`src/rtl/core/psu_pkg.sv`:
```
// ----------------------------------------------------------------------------
// psu_pkg: shared types and constants of the scanline unfilter unit
// Filter codes, lane control, configuration register indexes and sizes.
// ----------------------------------------------------------------------------
package psu_pkg;

    localparam int LANES              = 4;
    localparam int BYTE_W             = 8;
    localparam int PIXEL_W            = LANES * BYTE_W;
    localparam int DEFAULT_MAX_WIDTH  = 4096;
    localparam int DEFAULT_MAX_HEIGHT = 16384;

    localparam int CFG_WIDTH_W   = 13;
    localparam int CFG_HEIGHT_W  = 15;
    localparam int CFG_CHAN_W    = 3;
    localparam int CFG_DATA_W    = 15;
    localparam int CFG_IDX_W     = 2;

    localparam logic [CFG_IDX_W-1:0] CFG_IMAGE_WIDTH   = 2'd0;
    localparam logic [CFG_IDX_W-1:0] CFG_IMAGE_HEIGHT  = 2'd1;
    localparam logic [CFG_IDX_W-1:0] CFG_CHANNEL_COUNT = 2'd2;

    typedef enum logic [2:0] {
        FLT_NONE  = 3'd0,
        FLT_SUB   = 3'd1,
        FLT_UP    = 3'd2,
        FLT_AVG   = 3'd3,
        FLT_PAETH = 3'd4
    } filter_t;

    typedef struct packed {
        filter_t filt;
        logic    en;
    } lane_ctl_t;

    // Codes above Paeth behave as None.
    function automatic filter_t decode_filter(input logic [BYTE_W-1:0] code);
        filter_t f;
        unique case (code)
            8'd1:    f = FLT_SUB;
            8'd2:    f = FLT_UP;
            8'd3:    f = FLT_AVG;
            8'd4:    f = FLT_PAETH;
            default: f = FLT_NONE;
        endcase
        return f;
    endfunction

    function automatic logic [BYTE_W:0] abs_diff9(input logic [BYTE_W:0] x,
                                                  input logic [BYTE_W:0] y);
        return (x > y) ? (x - y) : (y - x);
    endfunction

endpackage

```
`src/rtl/core/psu_lane.sv`:
```
// ----------------------------------------------------------------------------
// psu_lane: reconstruction of one 8-bit channel
// Forms the None/Sub/Up/Average/Paeth predictor and adds it modulo 256.
// ----------------------------------------------------------------------------
module psu_lane (
    input  psu_pkg::lane_ctl_t        ctl,
    input  logic [psu_pkg::BYTE_W-1:0] x,
    input  logic [psu_pkg::BYTE_W-1:0] a,
    input  logic [psu_pkg::BYTE_W-1:0] b,
    input  logic [psu_pkg::BYTE_W-1:0] c,
    output logic [psu_pkg::BYTE_W-1:0] y
);
    import psu_pkg::*;

    logic [BYTE_W:0]   sum_ab;
    logic [BYTE_W:0]   pa;
    logic [BYTE_W:0]   pb;
    logic [BYTE_W:0]   pc;
    logic [BYTE_W-1:0] paeth;
    logic [BYTE_W-1:0] pred;

    assign sum_ab = {1'b0, a} + {1'b0, b};

    // Distances of a+b-c to each neighbor; ties prefer left, then above.
    assign pa = abs_diff9({1'b0, b}, {1'b0, c});
    assign pb = abs_diff9({1'b0, a}, {1'b0, c});
    assign pc = abs_diff9(sum_ab, {c, 1'b0});

    always_comb
    begin
        priority if (pa <= pb && pa <= pc)
        begin
            paeth = a;
        end
        else if (pb <= pc)
        begin
            paeth = b;
        end
        else
        begin
            paeth = c;
        end
    end

    always_comb
    begin
        unique case (ctl.filt)
            FLT_SUB:   pred = a;
            FLT_UP:    pred = b;
            FLT_AVG:   pred = sum_ab[BYTE_W:1];
            FLT_PAETH: pred = paeth;
            default:   pred = '0;
        endcase
    end

    assign y = ctl.en ? (x + pred) : '0;

endmodule

```
`config.mk`:
```
export PLATFORM = sky130hd
export DESIGN_NAME = psu_lane
export DESIGN_NICKNAME = d
export VERILOG_FILES = /design/src/rtl/core/psu_pkg.sv /design/src/rtl/core/psu_lane.sv
export SDC_FILE = /design/constraint.sdc
export NUM_CORES = 1
export LEC_CHECK = 0
export ABC_AREA = 1
export BUFFER_PORTS_ARGS = -buffer_cell sky130_fd_sc_hd__buf_2
export CORE_MARGIN = 5
export CORE_UTILIZATION = 39
export DETAILED_ROUTE_END_ITERATION = 7
export PLACE_DENSITY = 0.67
export SYNTH_ARGS = -nofsm -noshare
export SYNTH_HDL_FRONTEND = slang
export SYNTH_SLANG_ARGS = --single-unit
export TNS_END_PERCENT = 20
```
`constraint.sdc`:
```
create_clock -name vclk -period 8.3
set_clock_uncertainty 0.2 [all_clocks]
set_input_delay 0.83 -clock vclk [all_inputs]
set_output_delay 0.83 -clock vclk [all_outputs]
set_load 0.005 [all_outputs]
```
==> run metrics, run 1 <==
Synth area leaders=ha_1 (29%), inv_1 (11%), nand2_1 (10%); critical path class=input port to primary output; area leader, netlist=ha_1; slowest stage cell, crit path=fa_2; CP arrival=roughly 7.3 ns; RD Place Congestion=0.942; count of final setup violators=1; Vias=between 4000 and 5000; Design Area, Final=4600 um2; CP Max Fanout=7; vias per inst=5.15; outcome=complete, but fails checks; Chip Height=between 100 and 150 um; CP Capture Type=primary output; Worst Max-Slew Pin Slew=0.912 ns; crit path buf inv count=11; final worst-path setup slack=-0.0278 ns; Post-DP HPWL=roughly 10000 um; commonest cells after routing, fill and taps aside=inv_1 (113), nand2_1 (99), ha_1 (80), buf_4 (48), buf_2 (44); cts hold-fix bufs=0; RSZ-0062 raised after global routing=true; CORE AREA=9330 um2; top-area cell type share of the netlist area=about 29%; clkbuf count=0; Avg Synthesized Cell Area=6.50 um2; Critical Path Max Stage Delay=0.42 ns; # diodes=0; Total Routing Usage GR=19.4%; initial antenna violation count=0; Final min period=8.33 ns; Hold Path Class=input port to primary output; sequential cell area=0 um2; area occupied by multi-input gates=3410 um2; Routed WL=about 12000 um; Req. time, crit path=7.27 ns; # rows=35; Slew HR=38.7%; synth warn=0; most used cell, CP=inv_1; Placement Cell Area=4380 um2; post-DR wirelength/cell=14.7 um; max-slew violation count=0; Seq/Total Area, Yosys=0%; Initial Utilization=about two fifths; share of post-route cells with drive strength above 1=25.9%; die area=between 10000 and 15000 um2; Final Hold Vio Count=0; Die X=roughly 110 um; Pre-Repair DR Iteration Count=4; PD cells=197 nW/um2; wire length of the first global-routing pass=18600 um; Final period util=100%; top-level I/O count=44; DRC=0; largest net degree at the start of global routing=16; Synthesized Nets=709; total congestion overflow=0; Highest Clock Rate=120 MHz; Max-Cap Viols=0; fin nets=797; FFs & Latches=0; Netlist Area Pre-Place=3770 um2; 1st-iter DRT viols=roughly 190; antenna-violating nets left=0; final core occ=49.4%; Startpoint Class=input port; failing checks=setup timing; CP top delay family=compound AO/OA/AOI/OAI gates; Worst IR Drop VDD=0.108 mV; FILL cells=937; synth unique cells=50; # port buffers=44; Mapped Cells=579; LEAKAGE=2.57 nW; vias in the first global route=just over 4000; most common library cell in the layout ignoring fill and taps=inv_1; Synth-to-Final Area Change=22.3%
[area by class of cell]
type / count / area share, %
Timing Repair Buffer: 92 / 12.6
Tap cell: 129 / 3.51
Multi-Input combinational cell: 455 / 74.1
Inverter: 118 / 9.81
[routing by layer]
metal,vias up,track usage (%),share of wire (%)
li1,2092,-,-
met4,0,3.79,2.2
met5,-,0,0
met3,19,1.25,4.5
met2,106,35.7,49
met1,1873,24.9,44
[metrics by stage]
step           power (mW)  instances  hold slack (ns)  TNS, ns  setup WS (ns)
6_report            0.907        794             1.82  -0.0278        -0.0278
5_1_grt              1.00        794             1.84    -1.21         -0.570
4_1_cts             0.836        787             1.82        0         0.0189
3_5_place_dp        0.816        783             1.82   -0.439         -0.349
3_3_place_gp        0.794        783             1.82  -0.0700        -0.0700
2_1_floorplan       0.567        579             1.54        0          0.544
[cell families (layout without fill, tap and decap cells)]
logic type | after synthesis | count (layout) | share of synthesized area, %
and+or+nand+nor | 201 | 201 | 25.0
AOI/OAI and AO/OA | 131 | 131 | 22.2
buffers and inverters | 124 | 210 | 13.2
adders and majority gates | 94 | 94 | 32.8
xor gates and xnor gates | 25 | 25 | 5.81
muxes | 4 | 4 | 1.06
[what timing repair did]
| action | in CTS | in global routing |
|---|---|---|
| endpoints found under the setup margin | 3 | 4 |
| endpoints found under the hold margin | 0 | 0 |
| resized for setup | 9 | 29 |
| buffers inserted | 4 | 7 |
| pin swaps | 10 | 26 |
[synth_stat cells, drive strengths merged]
cell type,n
a21o,2
ha,86
mux2i,4
a21oi,50
a221oi,3
nand2,119
a211oi,3
o221ai,1
clkbuf,1
o21bai,5
fa,8
o221a,1
o211ai,8
a31oi,5
nor4,2
xor2,22
a221o,1
nand4,3
nor3,5
o31ai,1
and2,1
and3,1
or2,2
o21a,2
o22ai,7
nand3b,2
buf,5
inv,118
nor2,35
o311a,1
o21ai,41
nor3b,1
xnor2,3
nand3,30
[power breakdown]
part	total, mW	switching, mW	internal, mW
clock	0	0	0
combinational	0.907	0.521	0.385
sequential	0	0	0
total	0.907	0.521	0.385
[worst paths after layout]
kind  slack, ns    to  cells after the start   start
max       -0.03  y[7]                     50    b[0]
min        1.82  y[7]                      4  ctl[0]
[worst min-delay path, stage by stage]
cell	delay [ns]
buf_2	0.15
nand2_1	0.07
nor2_1	0.03
buf_2	0.11
(Power assumes the default switching activity.)
==> run 2, diff against run 1 <==
- CORE_ASPECT_RATIO: unset -> 1.75
==> run 2 against run 1 <==
The run now ends clean. Total power up 15%. Via count up 4.5%. Critical path depth down 1. Die area up 0.66%. First-iteration DRC count down 22%. Worst hold slack better by 0.011 ns. Utilization up 3.5 points. Cell count up 2.9%. Design area up 8.7%. Largest power group unchanged.
==> run metrics, run 2 (synthesized netlist as in run 1, its figures left out) <==
vias per inst=between 5 and 6; Final min period=between 8 and 9 ns; max-slew violation count=0; Slew HR=13.8%; top-level I/O count=44; Worst Max-Slew Pin Slew=1.28 ns; proportion of power drawn by the clock network=0%; 1st-iter DRT viols=148; LEAKAGE=2.75 nW; CP Max Fanout=5; initial antenna violation count=0; Post-DP HPWL=about 11000 um; Synth-to-Final Area Change=32.9%; Max-Cap Viols=0; Routed WL=around 13000 um; RD Place Congestion=a little under 1; # port buffers=44; Critical Path Max Stage Delay=between 0.3 and 0.4 ns; Logic pwr share=100.0%; Sum Neg Setup Slack=0 ns; Initial Utilization=39.8%; DRC=0; NetSw=0.577 mW; Hold Path Class=input port to primary output; RSZ-0062 raised after global routing=true; largest net degree at the start of global routing=16; Int Power=around 0.47 mW; outcome=completed; total congestion overflow=0; antenna-violating nets left=0; Highest Clock Rate=123 MHz; Die X=between 80 and 90 um; post-DR wirelength/cell=16.2 um; # diodes=0; final core occ=a little over half; Pre-Repair DR Iteration Count=4; clkbuf count=0; Vias=4275; share of post-route cells with drive strength above 1=32.8%; Req. time, crit path=around 7.3 ns; count of final setup violators=0; most used cell, CP=nand2_1; FFs & Latches=0; vias in the first global route=4377; CORE AREA=9470 um2; die area=11800 um2; fin nets=827; most common library cell in the layout ignoring fill and taps=inv_1; PD cells=209 nW/um2; # rows=47; CP arrival=7.13 ns; switching power share of the total=55.2%; CP Capture Type=primary output; wire length of the first global-routing pass=between 20000 and 25000 um; Startpoint Class=input port; critical path class=input port to primary output; commonest cells after routing, fill and taps aside=inv_1 (109), nand2_1 (91), ha_1 (78), buf_4 (76), buf_2 (42); Chip Height=140 um; Final period util=between 90% and 100%; Worst IR Drop VDD=0.144 mV; sequential cell area=0 um2; cts hold-fix bufs=0; Final Hold Vio Count=0; Sequential Power Share=0%; slowest stage cell, crit path=fa_2; hold path cells=4; Total Routing Usage GR=21.1%
run 2: cell types whose count changed in the layout (fill, tap and decap cells not counted), sizes merged:
cell | before | now
inv | 117 | 118
clkinvlp | 1 | 0
buf | 92 | 122
run 2: metrics by stage:
stage,std cells,setup slack (ns),instance area [um2],power [mW],hold slack [ns]
after floorplan,579,0.544,3770,0.567,1.54
after global placement,791,-0.206,4480,0.826,1.83
after detailed placement,791,-0.278,4480,0.844,1.83
after CTS,805,0.00490,4630,0.895,1.84
after global routing,817,-0.254,5010,1.14,1.87
final,817,0.143,5010,1.04,1.83
run 2: repair_timing:
action                     in CTS  in global routing
pin swaps                      17                 58
setup endpoints to repair       2                  4
resized for setup              15                 69
setup buffers                  14                 12
run 2: layer usage:
layer	vias up	part of all wire, %	track usage, %
met5	-	0	0
met4	0	6.7	12.2
met3	53	2.4	0.823
met2	111	55	43.0
met1	1969	35	20.1
li1	2142	-	-
run 2: final timing paths:
check | from | to | slack [ns]
worst max-delay path | a[0] | y[7] | 0.14
worst min-delay path | ctl[0] | y[5] | 1.83
run 2: cell type report:
| type | instances | area (um2) |
|---|---|---|
| Tap cell | 122 | 153 |
| Timing Repair Buffer | 122 | 830 |
| Inverter | 118 | 453 |
| Multi-Input combinational cell | 455 | 3570 |
| Fill cell | 924 | 4460 |
run 2: power by group through the flow:
stage | Combinational, mW | Sequential [mW] | Clock (mW)
6_report | 1.04 | 0 | 0
5_1_grt | 1.14 | 0 | 0
4_1_cts | 0.895 | 0 | 0
3_5_place_dp | 0.844 | 0 | 0
3_3_place_gp | 0.826 | 0 | 0
2_1_floorplan | 0.567 | 0 | 0
run 2: worst max-delay path, delay by kind of cell:
kind	cells	cell delay [ns]
adder cells (fa/ha/maj)	5	1.41
XOR/XNOR	3	0.54
AO/OA/AOI/OAI	9	1.29
AND/OR/NAND/NOR	20	1.97
buffers and inverters	12	1.07
==> run 3, diff against run 2 <==
==> constraint.sdc (replaced) <==
create_clock -name vclk -period 8.3
set_clock_uncertainty 0.2 [all_clocks]
set_input_delay 0.415 -clock vclk [all_inputs]
set_output_delay 0.415 -clock vclk [all_outputs]
set_load 0.005 [all_outputs]
==> run 3 against run 2 <==
Global-route usage hardly changed. Design area fell by 14%. Die area stayed put. Routed wire length fell by 2.3%. Non-clock buffer count fell by 66. Sequential share of layout area unchanged. Critical endpoint unchanged. Utilization is 7.5 points lower. Critical path depth unchanged. Fmax increased by 5.3%. Clock-buffer cell count is the same. Cell count is 8.1% lower. Total power decreased by 21%.
==> run metrics, run 3 (synthesized netlist as in run 1, its figures left out) <==
vias in the first global route=4090; fin nets=761; 1st-iter DRT viols=about 180; largest net degree at the start of global routing=16; critical path class=input port to primary output; Startpoint Class=input port; hold path start=ctl[0]; slowest stage cell, crit path=o21ai_0; Final Hold Vio Count=0; Die X=84.3 um; Slew HR=44.5%; Post-DP HPWL=11500 um; vias per inst=5.35; Pre-Repair DR Iteration Count=4; LEAKAGE=2.41 nW; # diodes=0; CP Capture Type=primary output; Worst Max-Slew Pin Slew=0.826 ns; DRC=0; FFs & Latches=0; die area=11800 um2; # rows=47; initial antenna violation count=0; count of final setup violators=0; post-DR wirelength/cell=17.2 um; CP Max Fanout=7; total congestion overflow=0; most used cell, CP=inv_1; CP top delay family=compound AO/OA/AOI/OAI gates; Endpoint, Worst Hold=y[0]; sequential cell area=0 um2; share of post-route cells with drive strength above 1=20.7%; Critical Path Max Stage Delay=0.38 ns; Chip Height=140 um; Synth-to-Final Area Change=14.0%; commonest cells after routing, fill and taps aside=inv_1 (113), nand2_1 (101), ha_1 (83), buf_2 (44), a21oi_1 (43); Vias=between 4000 and 5000; antenna-violating nets left=0; Worst IR Drop VDD=0.109 mV; hold path cells=4; CORE AREA=9470 um2; Req. time, crit path=between 7 and 8 ns; Initial Utilization=around two fifths; PD cells=~190 nW/um2; RD Place Congestion=0.983; outcome=completed; Highest Clock Rate=129 MHz; post-place setup slack=0.152 ns; Max-Cap Viols=0; crit path buf inv count=12; max-slew violation count=0; wire length of the first global-routing pass=19900 um; # port buffers=44; Final min period=7.74 ns; Routed WL=12900 um; Worst path depth=49; Hold Path Class=input port to primary output; overall power=between 0.8 and 0.9 mW; top-level I/O count=44; Total Routing Usage GR=21.1%; final worst-path setup slack=between 0.5 and 0.6 ns; Final period util=93.3%; CP arrival=~7.1 ns; most common library cell in the layout ignoring fill and taps=inv_1; clkbuf count=0
-- run 3: cell type report --
type / instances / area [um2]
Fill cell: 1012 / 5170
Inverter: 118 / 452
Multi-Input combinational cell: 455 / 3380
Tap cell: 122 / 153
Timing Repair Buffer: 56 / 310
-- run 3: stage by stage --
step                instance area (um2)  utilization, %  cells  TNS (ns)  hold WS, ns
finish                             4290            45.4    751         0        0.999
global route                       4290            45.4    751   -0.0346         1.05
CTS                                4110            43.4    742         0         1.01
detailed placement                 4110            43.4    742         0         1.01
global placement                   4110            43.4    742         0         1.00
floorplan                          3770               -    579         0        0.709
-- run 3: worst min-delay path, cell delays in order --
cell,delay [ns]
buf_2,0.15
nand2_1,0.08
inv_1,0.03
buf_2,0.11
-- run 3: how the worst max path moves through the flow --
stage | startpoint | to
6_report | a[0] | y[7]
5_1_grt | a[0] | y[7]
4_1_cts | a[0] | y[7]
3_5_place_dp | a[0] | y[7]
3_3_place_gp | a[0] | y[7]
2_1_floorplan | a[0] | y[7]
-- run 3: what timing repair did --
action	4_1_cts	5_1_grt
buffers inserted	0	9
gates resized for setup	0	28
hold buffers	0	0
setup endpoints to repair	0	3
-- run 3: routing by layer --
metal	track usage, %	share of wire [%]	wire, um	vias to the layer above
li1	-	-	-	2009
met1	20.5	35	4540	1847
met2	41.7	54	7040	110
met3	0.705	2.7	349	49
met4	14.0	7.8	1010	0
met5	0	0	0	-
-- run 3: where the power goes --
| part | internal, mW | switching, mW | leakage, nW |
|---|---|---|---|
| Combinational | 0.314 | 0.509 | 2.41 |
| Sequential | 0 | 0 | 0 |
| Clock | 0 | 0 | 0 |
| Total | 0.314 | 0.509 | 2.41 |
